$ cat src/rtl/mpc_pkg.sv
// mpc_pkg: widths, codes, entry and port-group types, max-plus arithmetic
// shared by every file of the longest-path closure engine but mpc_dist_ram
// depends on nothing
package mpc_pkg;

    localparam int MAX_NODES  = 16;
    localparam int VALUE_BITS = 32;

    localparam int IDX_W   = $clog2(MAX_NODES);
    localparam int CNT_W   = $clog2(MAX_NODES + 1);
    localparam int DEPTH   = MAX_NODES * MAX_NODES;
    localparam int ADDR_W  = $clog2(DEPTH);

    // fixed field widths
    localparam int OP_W      = 2;
    localparam int ROW_W     = 4;
    localparam int WEIGHT_W  = 32;
    localparam int NCOUNT_W  = 5;
    localparam int THRESH_W  = 32;
    localparam int PADDR_W   = 4;
    localparam int PDATA_W   = 32;

    localparam logic [OP_W-1:0] OP_WRITE = 2'd0;
    localparam logic [OP_W-1:0] OP_CLOSE = 2'd1;
    localparam logic [OP_W-1:0] OP_READ  = 2'd2;

    localparam logic [1:0] REG_NODE_COUNT = 2'd0;
    localparam logic [1:0] REG_ZERO_SELF  = 2'd1;
    localparam logic [1:0] REG_THRESHOLD  = 2'd2;

    localparam logic [NCOUNT_W-1:0] NODE_COUNT_RST = 5'd16;

    localparam logic signed [VALUE_BITS-1:0] VAL_MAX_V = {1'b0, {(VALUE_BITS-1){1'b1}}};
    localparam logic signed [VALUE_BITS-1:0] VAL_MIN_V = {1'b1, {(VALUE_BITS-1){1'b0}}};
    localparam longint VAL_MAX_L = longint'(VAL_MAX_V);
    localparam longint VAL_MIN_L = longint'(VAL_MIN_V);
    localparam longint OUT_MAX_L = 64'sd2147483647;
    localparam longint OUT_MIN_L = -64'sd2147483648;

    typedef struct packed {
        logic                          ninf;
        logic signed [VALUE_BITS-1:0]  val;
    } entry_t;

    typedef struct packed {
        logic [NCOUNT_W-1:0]        node_count;
        logic                       zero_self_edges;
        logic signed [THRESH_W-1:0] cycle_threshold;
    } cfg_t;

    typedef struct packed {
        logic              we;
        logic [ADDR_W-1:0] waddr;
        entry_t            wdata;
        logic [ADDR_W-1:0] raddr_a;
        logic [ADDR_W-1:0] raddr_b;
    } ram_req_t;

    function automatic logic [ADDR_W-1:0] mk_addr(logic [IDX_W-1:0] r, logic [IDX_W-1:0] c);
        return ADDR_W'(int'(r) * MAX_NODES + int'(c));
    endfunction

    function automatic logic signed [VALUE_BITS-1:0] sat_in(logic signed [WEIGHT_W-1:0] w);
        longint x;
        x = longint'(w);
        if (x > VAL_MAX_L)
            return VAL_MAX_V;
        else if (x < VAL_MIN_L)
            return VAL_MIN_V;
        return VALUE_BITS'(x);
    endfunction

    function automatic logic signed [WEIGHT_W-1:0] sat_out(logic signed [VALUE_BITS-1:0] v);
        longint x;
        x = longint'(v);
        if (x > OUT_MAX_L)
            x = OUT_MAX_L;
        else if (x < OUT_MIN_L)
            x = OUT_MIN_L;
        return WEIGHT_W'(x);
    endfunction

    // max of current entry, optional zero self edge and path through k
    function automatic entry_t mp_relax(entry_t cur, entry_t uk, entry_t kv, logic self_zero);
        entry_t                     best;
        entry_t                     cand;
        logic signed [VALUE_BITS:0] sum;
        best = cur;
        if (self_zero && (cur.ninf || $signed(cur.val) < 0))
        begin
            best.ninf = 1'b0;
            best.val  = '0;
        end
        sum = {uk.val[VALUE_BITS-1], uk.val} + {kv.val[VALUE_BITS-1], kv.val};
        cand.ninf = uk.ninf | kv.ninf;
        if (sum[VALUE_BITS] != sum[VALUE_BITS-1])
            cand.val = sum[VALUE_BITS] ? VAL_MIN_V : VAL_MAX_V;
        else
            cand.val = sum[VALUE_BITS-1:0];
        if (!cand.ninf && (best.ninf || $signed(cand.val) > $signed(best.val)))
            best = cand;
        return best;
    endfunction

endpackage

$ cat src/rtl/mpc_seq.sv
// mpc_seq: op decode, k/u/v closure sequencer with read-modify-write pipeline,
// diagonal scan and result register; depends on mpc_pkg
module mpc_seq (
    input  logic                                   clk,
    input  logic                                   rst_n,
    input  mpc_pkg::cfg_t                          cfg,
    input  logic                                   item_valid,
    output logic                                   item_ready,
    input  logic [mpc_pkg::OP_W-1:0]               operation,
    input  logic [mpc_pkg::ROW_W-1:0]              row_index,
    input  logic [mpc_pkg::ROW_W-1:0]              col_index,
    input  logic signed [mpc_pkg::WEIGHT_W-1:0]    weight,
    input  logic                                   weight_is_neg_inf,
    output mpc_pkg::ram_req_t                      ram_req,
    input  mpc_pkg::entry_t                        rd_a,
    input  mpc_pkg::entry_t                        rd_b,
    output logic                                   result_valid,
    input  logic                                   result_ready,
    output logic signed [mpc_pkg::WEIGHT_W-1:0]    entry_value,
    output logic                                   entry_is_neg_inf,
    output logic                                   positive_cycle
);

    import mpc_pkg::*;

    typedef enum logic [2:0] {
        S_IDLE, S_RD_WAIT, S_UK_RD, S_STREAM, S_DRAIN, S_DIAG, S_DIAG_END, S_RESULT
    } state_t;

    state_t                      state_reg, state_next;
    logic [IDX_W-1:0]            k_reg, k_next, u_reg, u_next, v_reg, v_next;
    entry_t                      uk_reg, uk_next;
    logic                        p_upd_reg, p_upd_next;
    logic                        p_diag_reg, p_diag_next;
    logic                        p_uk_reg, p_uk_next;
    logic                        p_fwd_reg, p_fwd_next;
    logic                        p_self_reg, p_self_next;
    logic [ADDR_W-1:0]           p_addr_reg, p_addr_next;
    logic                        found_reg, found_next;
    logic signed [WEIGHT_W-1:0]  res_val_reg, res_val_next;
    logic                        res_ninf_reg, res_ninf_next;
    logic                        res_cyc_reg, res_cyc_next;
    logic                        out_valid_reg, out_valid_next;
    logic signed [WEIGHT_W-1:0]  out_val_reg, out_val_next;
    logic                        out_ninf_reg, out_ninf_next;
    logic                        out_cyc_reg, out_cyc_next;

    logic [CNT_W-1:0]            n_use;
    logic                        k_last, u_last, v_last;
    logic                        in_range;
    logic [IDX_W-1:0]            row_idx, col_idx;
    entry_t                      relaxed;
    entry_t                      wr_entry;
    logic                        diag_hit;

    always_comb
    begin
        if (cfg.node_count == '0)
            n_use = CNT_W'(1);
        else if (int'(cfg.node_count) > MAX_NODES)
            n_use = CNT_W'(MAX_NODES);
        else
            n_use = CNT_W'(cfg.node_count);
    end

    assign k_last   = (CNT_W'(k_reg) == n_use - CNT_W'(1));
    assign u_last   = (CNT_W'(u_reg) == n_use - CNT_W'(1));
    assign v_last   = (CNT_W'(v_reg) == n_use - CNT_W'(1));
    assign in_range = (int'(row_index) < int'(n_use)) && (int'(col_index) < int'(n_use));
    assign row_idx  = IDX_W'(row_index);
    assign col_idx  = IDX_W'(col_index);

    assign relaxed  = mp_relax(rd_a, uk_reg, rd_b, p_self_reg & cfg.zero_self_edges);
    assign diag_hit = p_diag_reg && !rd_a.ninf &&
                      (longint'(rd_a.val) > longint'(cfg.cycle_threshold));

    always_comb
    begin
        wr_entry.ninf = weight_is_neg_inf;
        wr_entry.val  = weight_is_neg_inf ? '0 : sat_in(weight);
    end

    always_comb
    begin
        state_next    = state_reg;
        k_next        = k_reg;
        u_next        = u_reg;
        v_next        = v_reg;
        p_upd_next    = 1'b0;
        p_diag_next   = 1'b0;
        p_uk_next     = 1'b0;
        p_fwd_next    = 1'b0;
        p_self_next   = 1'b0;
        p_addr_next   = p_addr_reg;
        found_next    = found_reg | diag_hit;
        res_val_next  = res_val_reg;
        res_ninf_next = res_ninf_reg;
        res_cyc_next  = res_cyc_reg;
        out_valid_next = out_valid_reg & ~result_ready;
        out_val_next  = out_val_reg;
        out_ninf_next = out_ninf_reg;
        out_cyc_next  = out_cyc_reg;

        ram_req.we      = p_upd_reg;
        ram_req.waddr   = p_addr_reg;
        ram_req.wdata   = relaxed;
        ram_req.raddr_a = '0;
        ram_req.raddr_b = '0;

        // path through k updates row k: keep the held column entry current
        if (p_uk_reg)
            uk_next = rd_b;
        else if (p_upd_reg && p_fwd_reg)
            uk_next = relaxed;
        else
            uk_next = uk_reg;

        case (state_reg)
            S_IDLE:
            begin
                if (item_valid)
                begin
                    case (operation)
                        OP_WRITE:
                        begin
                            if (in_range)
                            begin
                                ram_req.we    = 1'b1;
                                ram_req.waddr = mk_addr(row_idx, col_idx);
                                ram_req.wdata = wr_entry;
                            end
                        end
                        OP_CLOSE:
                        begin
                            k_next     = '0;
                            u_next     = '0;
                            v_next     = '0;
                            found_next = 1'b0;
                            state_next = S_UK_RD;
                        end
                        OP_READ:
                        begin
                            if (in_range)
                            begin
                                ram_req.raddr_a = mk_addr(row_idx, col_idx);
                                state_next      = S_RD_WAIT;
                            end
                            else
                            begin
                                res_val_next  = '0;
                                res_ninf_next = 1'b1;
                                res_cyc_next  = 1'b0;
                                state_next    = S_RESULT;
                            end
                        end
                        default:
                        begin
                            state_next = S_IDLE;
                        end
                    endcase
                end
            end
            S_RD_WAIT:
            begin
                res_val_next  = rd_a.ninf ? '0 : sat_out(rd_a.val);
                res_ninf_next = rd_a.ninf;
                res_cyc_next  = 1'b0;
                state_next    = S_RESULT;
            end
            S_UK_RD:
            begin
                ram_req.raddr_b = mk_addr(k_reg, u_reg);
                p_uk_next       = 1'b1;
                state_next      = S_STREAM;
            end
            S_STREAM:
            begin
                ram_req.raddr_a = mk_addr(v_reg, u_reg);
                ram_req.raddr_b = mk_addr(v_reg, k_reg);
                p_upd_next      = 1'b1;
                p_addr_next     = mk_addr(v_reg, u_reg);
                p_fwd_next      = (v_reg == k_reg);
                p_self_next     = (v_reg == u_reg);
                if (v_last)
                begin
                    v_next = '0;
                    if (u_last)
                    begin
                        u_next = '0;
                        if (k_last)
                            state_next = S_DRAIN;
                        else
                        begin
                            k_next     = k_reg + IDX_W'(1);
                            state_next = S_UK_RD;
                        end
                    end
                    else
                    begin
                        u_next     = u_reg + IDX_W'(1);
                        state_next = S_UK_RD;
                    end
                end
                else
                    v_next = v_reg + IDX_W'(1);
            end
            S_DRAIN:
            begin
                v_next     = '0;
                state_next = S_DIAG;
            end
            S_DIAG:
            begin
                ram_req.raddr_a = mk_addr(v_reg, v_reg);
                p_diag_next     = 1'b1;
                if (v_last)
                    state_next = S_DIAG_END;
                else
                    v_next = v_reg + IDX_W'(1);
            end
            S_DIAG_END:
            begin
                res_val_next  = '0;
                res_ninf_next = 1'b0;
                res_cyc_next  = found_next;
                state_next    = S_RESULT;
            end
            S_RESULT:
            begin
                if (!out_valid_reg || result_ready)
                begin
                    out_valid_next = 1'b1;
                    out_val_next   = res_val_reg;
                    out_ninf_next  = res_ninf_reg;
                    out_cyc_next   = res_cyc_reg;
                    state_next     = S_IDLE;
                end
            end
            default:
            begin
                state_next = S_IDLE;
            end
        endcase
    end

    always_ff @(posedge clk or negedge rst_n)
    begin
        if (!rst_n)
        begin
            state_reg     <= S_IDLE;
            k_reg         <= '0;
            u_reg         <= '0;
            v_reg         <= '0;
            uk_reg        <= '0;
            p_upd_reg     <= 1'b0;
            p_diag_reg    <= 1'b0;
            p_uk_reg      <= 1'b0;
            p_fwd_reg     <= 1'b0;
            p_self_reg    <= 1'b0;
            p_addr_reg    <= '0;
            found_reg     <= 1'b0;
            res_val_reg   <= '0;
            res_ninf_reg  <= 1'b0;
            res_cyc_reg   <= 1'b0;
            out_valid_reg <= 1'b0;
            out_val_reg   <= '0;
            out_ninf_reg  <= 1'b0;
            out_cyc_reg   <= 1'b0;
        end
        else
        begin
            state_reg     <= state_next;
            k_reg         <= k_next;
            u_reg         <= u_next;
            v_reg         <= v_next;
            uk_reg        <= uk_next;
            p_upd_reg     <= p_upd_next;
            p_diag_reg    <= p_diag_next;
            p_uk_reg      <= p_uk_next;
            p_fwd_reg     <= p_fwd_next;
            p_self_reg    <= p_self_next;
            p_addr_reg    <= p_addr_next;
            found_reg     <= found_next;
            res_val_reg   <= res_val_next;
            res_ninf_reg  <= res_ninf_next;
            res_cyc_reg   <= res_cyc_next;
            out_valid_reg <= out_valid_next;
            out_val_reg   <= out_val_next;
            out_ninf_reg  <= out_ninf_next;
            out_cyc_reg   <= out_cyc_next;
        end
    end

    assign item_ready       = (state_reg == S_IDLE);
    assign result_valid     = out_valid_reg;
    assign entry_value      = out_val_reg;
    assign entry_is_neg_inf = out_ninf_reg;
    assign positive_cycle   = out_cyc_reg;

endmodule

$ cat config.mk
export PLATFORM = sky130hd
export DESIGN_NAME = mpc_seq
export DESIGN_NICKNAME = d
export VERILOG_FILES = /design/src/rtl/mpc_pkg.sv /design/src/rtl/mpc_seq.sv
export SDC_FILE = /design/constraint.sdc
export NUM_CORES = 1
export LEC_CHECK = 0
export BUFFER_PORTS_ARGS = -buffer_cell sky130_fd_sc_hd__buf_2
export CAP_MARGIN = 25
export CORE_MARGIN = 2
export CORE_UTILIZATION = 28
export DETAILED_ROUTE_END_ITERATION = 10
export GPL_TIMING_DRIVEN = 0
export MAX_ROUTING_LAYER = met4
export PLACE_DENSITY = 0.48
export SLEW_MARGIN = 20
export SYNTH_ARGS = -nofsm -noshare
export SYNTH_HDL_FRONTEND = slang
export SYNTH_SLANG_ARGS = --single-unit
$ cat constraint.sdc
create_clock -name clk -period 10 [get_ports clk]
set_input_delay 2 -clock clk [delete_from_list [all_inputs] [get_ports clk]]
set_output_delay 2 -clock clk [all_outputs]
set_load 0.02 [all_outputs]
# --- Yosys cells after proc, flatten, opt, wreduce, memory -nomap -nowiden ---
# Index checks and enable logic that the tools add are counted.
word_totals:
  reg_bits: 131
  word_cells: 165
op_classes:
  n_reduce_logical: 26
  order_cmp: 10
  n_eq_ne: 26
  bitwise_logic: 5
  muxes: 68
  add_sub_neg: 10
op_table:
  columns: ["operator", "count"]
  rows:
  - ["$mux W32", 12]
  - ["$mux W33", 4]
  - ["$mux W42", 3]
  - ["$pmux W32 S3", 1]
  - ["$gt A32 B32 Y1", 2]
  - ["$gt A32 B32 Y1 const B", 2]
  - ["$lt A32 B32 Y1 const B", 2]
  - ["$mux W50", 1]
  - ["$add A8 B4 Y8", 5]
  - ["$mux W4", 9]
  - ["$add A32 B32 Y33", 1]
  - ["$lt A32 B1 Y1 const B", 1]
  - ["$pmux W8 S3", 1]
  - ["$mux W3", 7]
  - ["$pmux W3 S7", 1]
  - ["$mux W1", 18]
  - ["$ne A2 B2 Y1 const B", 9]
  - ["$mux W8", 2]
  - ["$pmux W4 S2", 2]
  - ["$pmux W4 S4", 1]
  - ["$pmux W8 S2", 1]
  - ["$eq A4 B5 Y1", 3]
  - ["$add A4 B1 Y4 const B", 3]
  - ["$eq A3 B3 Y1 const B", 4]
  - ["other kinds (30)", 50]

# --- Longest topological paths before layout ---
depth:
  depth_word: 12
  ltp_mapped: 29
  ltp_nobuf: 25

# --- Worst setup path before layout ---
# No wires, ideal clock.
synth_timing:
  path_kind: "in2out"
  startpoint: "input rd_b[4] in the netlist's numbering"
  endpoint: "output ram_req[42] in the netlist's numbering"
  path_stages: 24
  required_time_ns: 8.000
  n_path_buf: 4
  arrival_ns: 7.366
  path_slack_ns: 0.634
  cell_sequence: "ha_1 > a21oi_1 > o211ai_2 > a211oi_2 > o41a_1 > o21a_1 > o21ai_2 > a21o_1 > a21o_1 > xnor2_1 > ha_1 > clkbuf_1 > clkbuf_1 > o21ai_0 > ha_1 > nand4_1 > nor4_1 > a21boi_0 > o41ai_1 > a21oi_2 > buf_2 > buf_2 > o21ai_0 > o21ai_0"
synth_lines:
  columns: ["item", "line_no", "source"]
  rows:
  - ["start: declaration", "mpc_seq.sv:16", "input mpc_pkg::entry_t rd_b,"]
  - ["end: declaration", "mpc_seq.sv:14", "output mpc_pkg::ram_req_t ram_req,"]

==> metrics <==
cts bufs inserted=17; Buf+Inv Stages, Crit Path=7; cell repeated most along the worst path=ha_1; Via density=roughly 5.2; crit path time final=9.77 ns; Final Max Slew Viols=0; Die W=201 um; status=completed; GRT Residual Overflow=0; Final Power=5.68 mW; EDFF count, synth=0; Site Rows=72; cell family with most CP delay=compound AO/OA/AOI/OAI gates; Slew HR=0.404; hold path startpoint=p_addr_reg[5]; Max-Cap Viols=0; startpoint types=primary input; Die H=201 um; clock power share=0.114; Syn Std Cell Area=0.0108 mm^2; peak supply drop=0.000156 V; vias in the first global route=approximately 11000; synthesized flop and latch total=131; DRT iter0 DRCs=approximately 760; Syn Inst Count=~1300; initial antenna violation count=5; Post-DP Area=0.0127 mm^2; Final Net Count=1855; Crit. Startpoint=rd_b[1]; dpl hpwl=roughly 36000 um; Initial Util=0.282; Skew-Pair Late Insertion Delay=roughly 0.44 ns; slowest CP cell=ha_1; Max FO, Critical Path=10; GRT Total Usage=0.222; Final Skew=0.0192 ns; main area contributors after synthesis=dfrtp_1, ha_1, nand2_1; Switch Pwr=3.02 mW; Post-synth top cells=nand2_1, dfrtp_1, a21oi_1, ha_1, nor2_1; # port buffers=roughly 240; final hold slack=0.478 ns; Sw Share=0.533; CP Class=in2out; final period utilization=0.977; Longest Clk Path Bufs=2; Wirelength per Cell=20.6 um; CTS Hold Bufs=0; pwr dens=413 mW/mm^2; sequential fraction of the synthesis area=0.303; post-synth cell types=73; worst slew pin tran=0.894 ns; largest net degree at the start of global routing=93; CP arrival=7.77 ns; leading area contributor after synthesis=dfrtp_1; CTS tree=built; combinational power share=0.732; setup violators final=0; r2r startpoint=uk_reg[4]; Hold Vio Cnt, Final=0; core area=0.0384 mm^2; Seq pwr share=0.154; most frequent cell after synthesis=nand2_1; YS warnings=0; Num Clock Sinks=131; ys flop type=dfrtp_1; CTS H-tree depth=4; Int Pwr=2.65 mW; antenna viol nets, final=0; Ports=245; first-pass GRT wire length=66000 um; ys async rst share=1.00; post-route cell area=about 0.014 mm^2; drc violations=0; Critical Path Max Stage Delay=0.34 ns; die area=0.0403 mm^2; Setup crit end kind=output pin; gp weighted congestion=0.961; LEAKAGE=around 7 nW; root buf cell=clkbuf_16; DRT Pass-1 Iters=5; Detailed Route WL=43900 um; Critical Path RT=8.00 ns; Peak Freq=102 MHz; number of flip-flops in the largest register=33; worst hold path class=reg2reg; CTS clk-pin slew, worst paths=0.06 ns; Post-Syn Nets=1578; share of post-route cells with drive strength above 1=0.259; share of the synthesized area in the top cell type=0.303; Area Growth Syn to Fin=26.9%; synthesized area per cell=8.24 um^2; Vias=11100
[cell usage in the layout, fill, tap and decap left out, types with 15 or more instances in the layout]
cell type	n
nor2b_1	15
nand4_1	26
clkbuf_16	17
nor2_1	76
clkbuf_1	46
a21oi_2	17
xnor2_1	20
mux2_2	37
xor2_1	24
and3_1	17
o21ai_0	67
o21ai_1	22
buf_2	251
inv_1	67
dfrtp_1	131
nand2_1	184
nand3_1	30
ha_1	107
a21o_1	36
a22o_1	39
buf_4	15
nor3_1	31
a21oi_1	106
[through the flow]
step / util / TNS, ns / setup WS [ns] / std cells
2_1_floorplan: - / 0 / 0.634 / 1315
3_3_place_gp: 0.331 / -32.65 / -1.30 / 2076
3_5_place_dp: 0.332 / -31.71 / -1.26 / 2077
4_1_cts: 0.352 / 0 / 0.0277 / 2117
5_1_grt: 0.358 / -0.000465 / -0.000465 / 2128
6_report: 0.358 / 0 / 0.230 / 2130
[worst paths after layout]
path / to / slack (ns) / depth (start not counted)
hold / removal: p_addr_reg[5] / 0.48 / 2
min in group asynchronous: uk_reg[12] / 1.44 / 1
setup reg to reg: uk_reg[15] / 3.84 / 29
hold reg to reg: p_addr_reg[5] / 0.48 / 2
max in group asynchronous: res_ninf_reg / 7.76 / 2
setup / recovery: ram_req[32] / 0.23 / 30
[area by class of cell]
| cell class | count | area, um^2 |
|---|---|---|
| clock buffer | 19 | 453 |
| sequential | 131 | 3280 |
| buffer | 71 | 339 |
| antenna | 7 | 17.5 |
| timing repair buffer | 258 | 1370 |
| inverter | 68 | 255 |
| tap | 518 | 648 |
| fill | 4124 | 24600 |
| multi-input combinational | 1045 | 7240 |
| clock inverter | 13 | 146 |
[worst register-to-register path: cells and delay by family (launching register included)]
family | cells | cell delay [ns]
AO/OA/AOI/OAI | 15 | 2.87
XOR/XNOR | 1 | 0.08
adder cells (fa/ha/maj) | 3 | 0.98
buffers and inverters | 5 | 0.82
flip-flops | 1 | 0.41
AND/OR/NAND/NOR | 5 | 0.90
[metal layers]
layer,global-route usage,share of wire
met2,0.350,0.46
met3,0.0539,0.061
met5,-,0
met4,0.0664,0.022
met1,0.284,0.45
[power by group through the flow]
| stage | Clock (mW) | Combinational, mW | Sequential [mW] |
|---|---|---|---|
| after floorplan | 0 | 2.54 | 0.906 |
| after global placement | 0 | 3.75 | 0.875 |
| after detailed placement | 0 | 3.79 | 0.879 |
| after CTS | 0.663 | 3.94 | 0.872 |
| after global routing | 0.687 | 4.50 | 0.902 |
| final | 0.648 | 4.15 | 0.875 |
[kinds of logic after synthesis]
kind of cell               share of synthesized area
AOI/OAI and AO/OA                              0.256
xor gates and xnor gates                      0.0356
buffers and inverters                         0.0505
adders and majority gates                      0.130
muxes                                         0.0449
DFF                                            0.303
and+or+nand+nor                                0.180
[what timing repair did]
item	CTS	global route
resized for setup	35	50
pin swaps	4	9
buffers inserted	8	5
gates cloned	0	0
setup endpoints to repair	32	32
No activity file was read; power rests on OpenSTA's default activity.
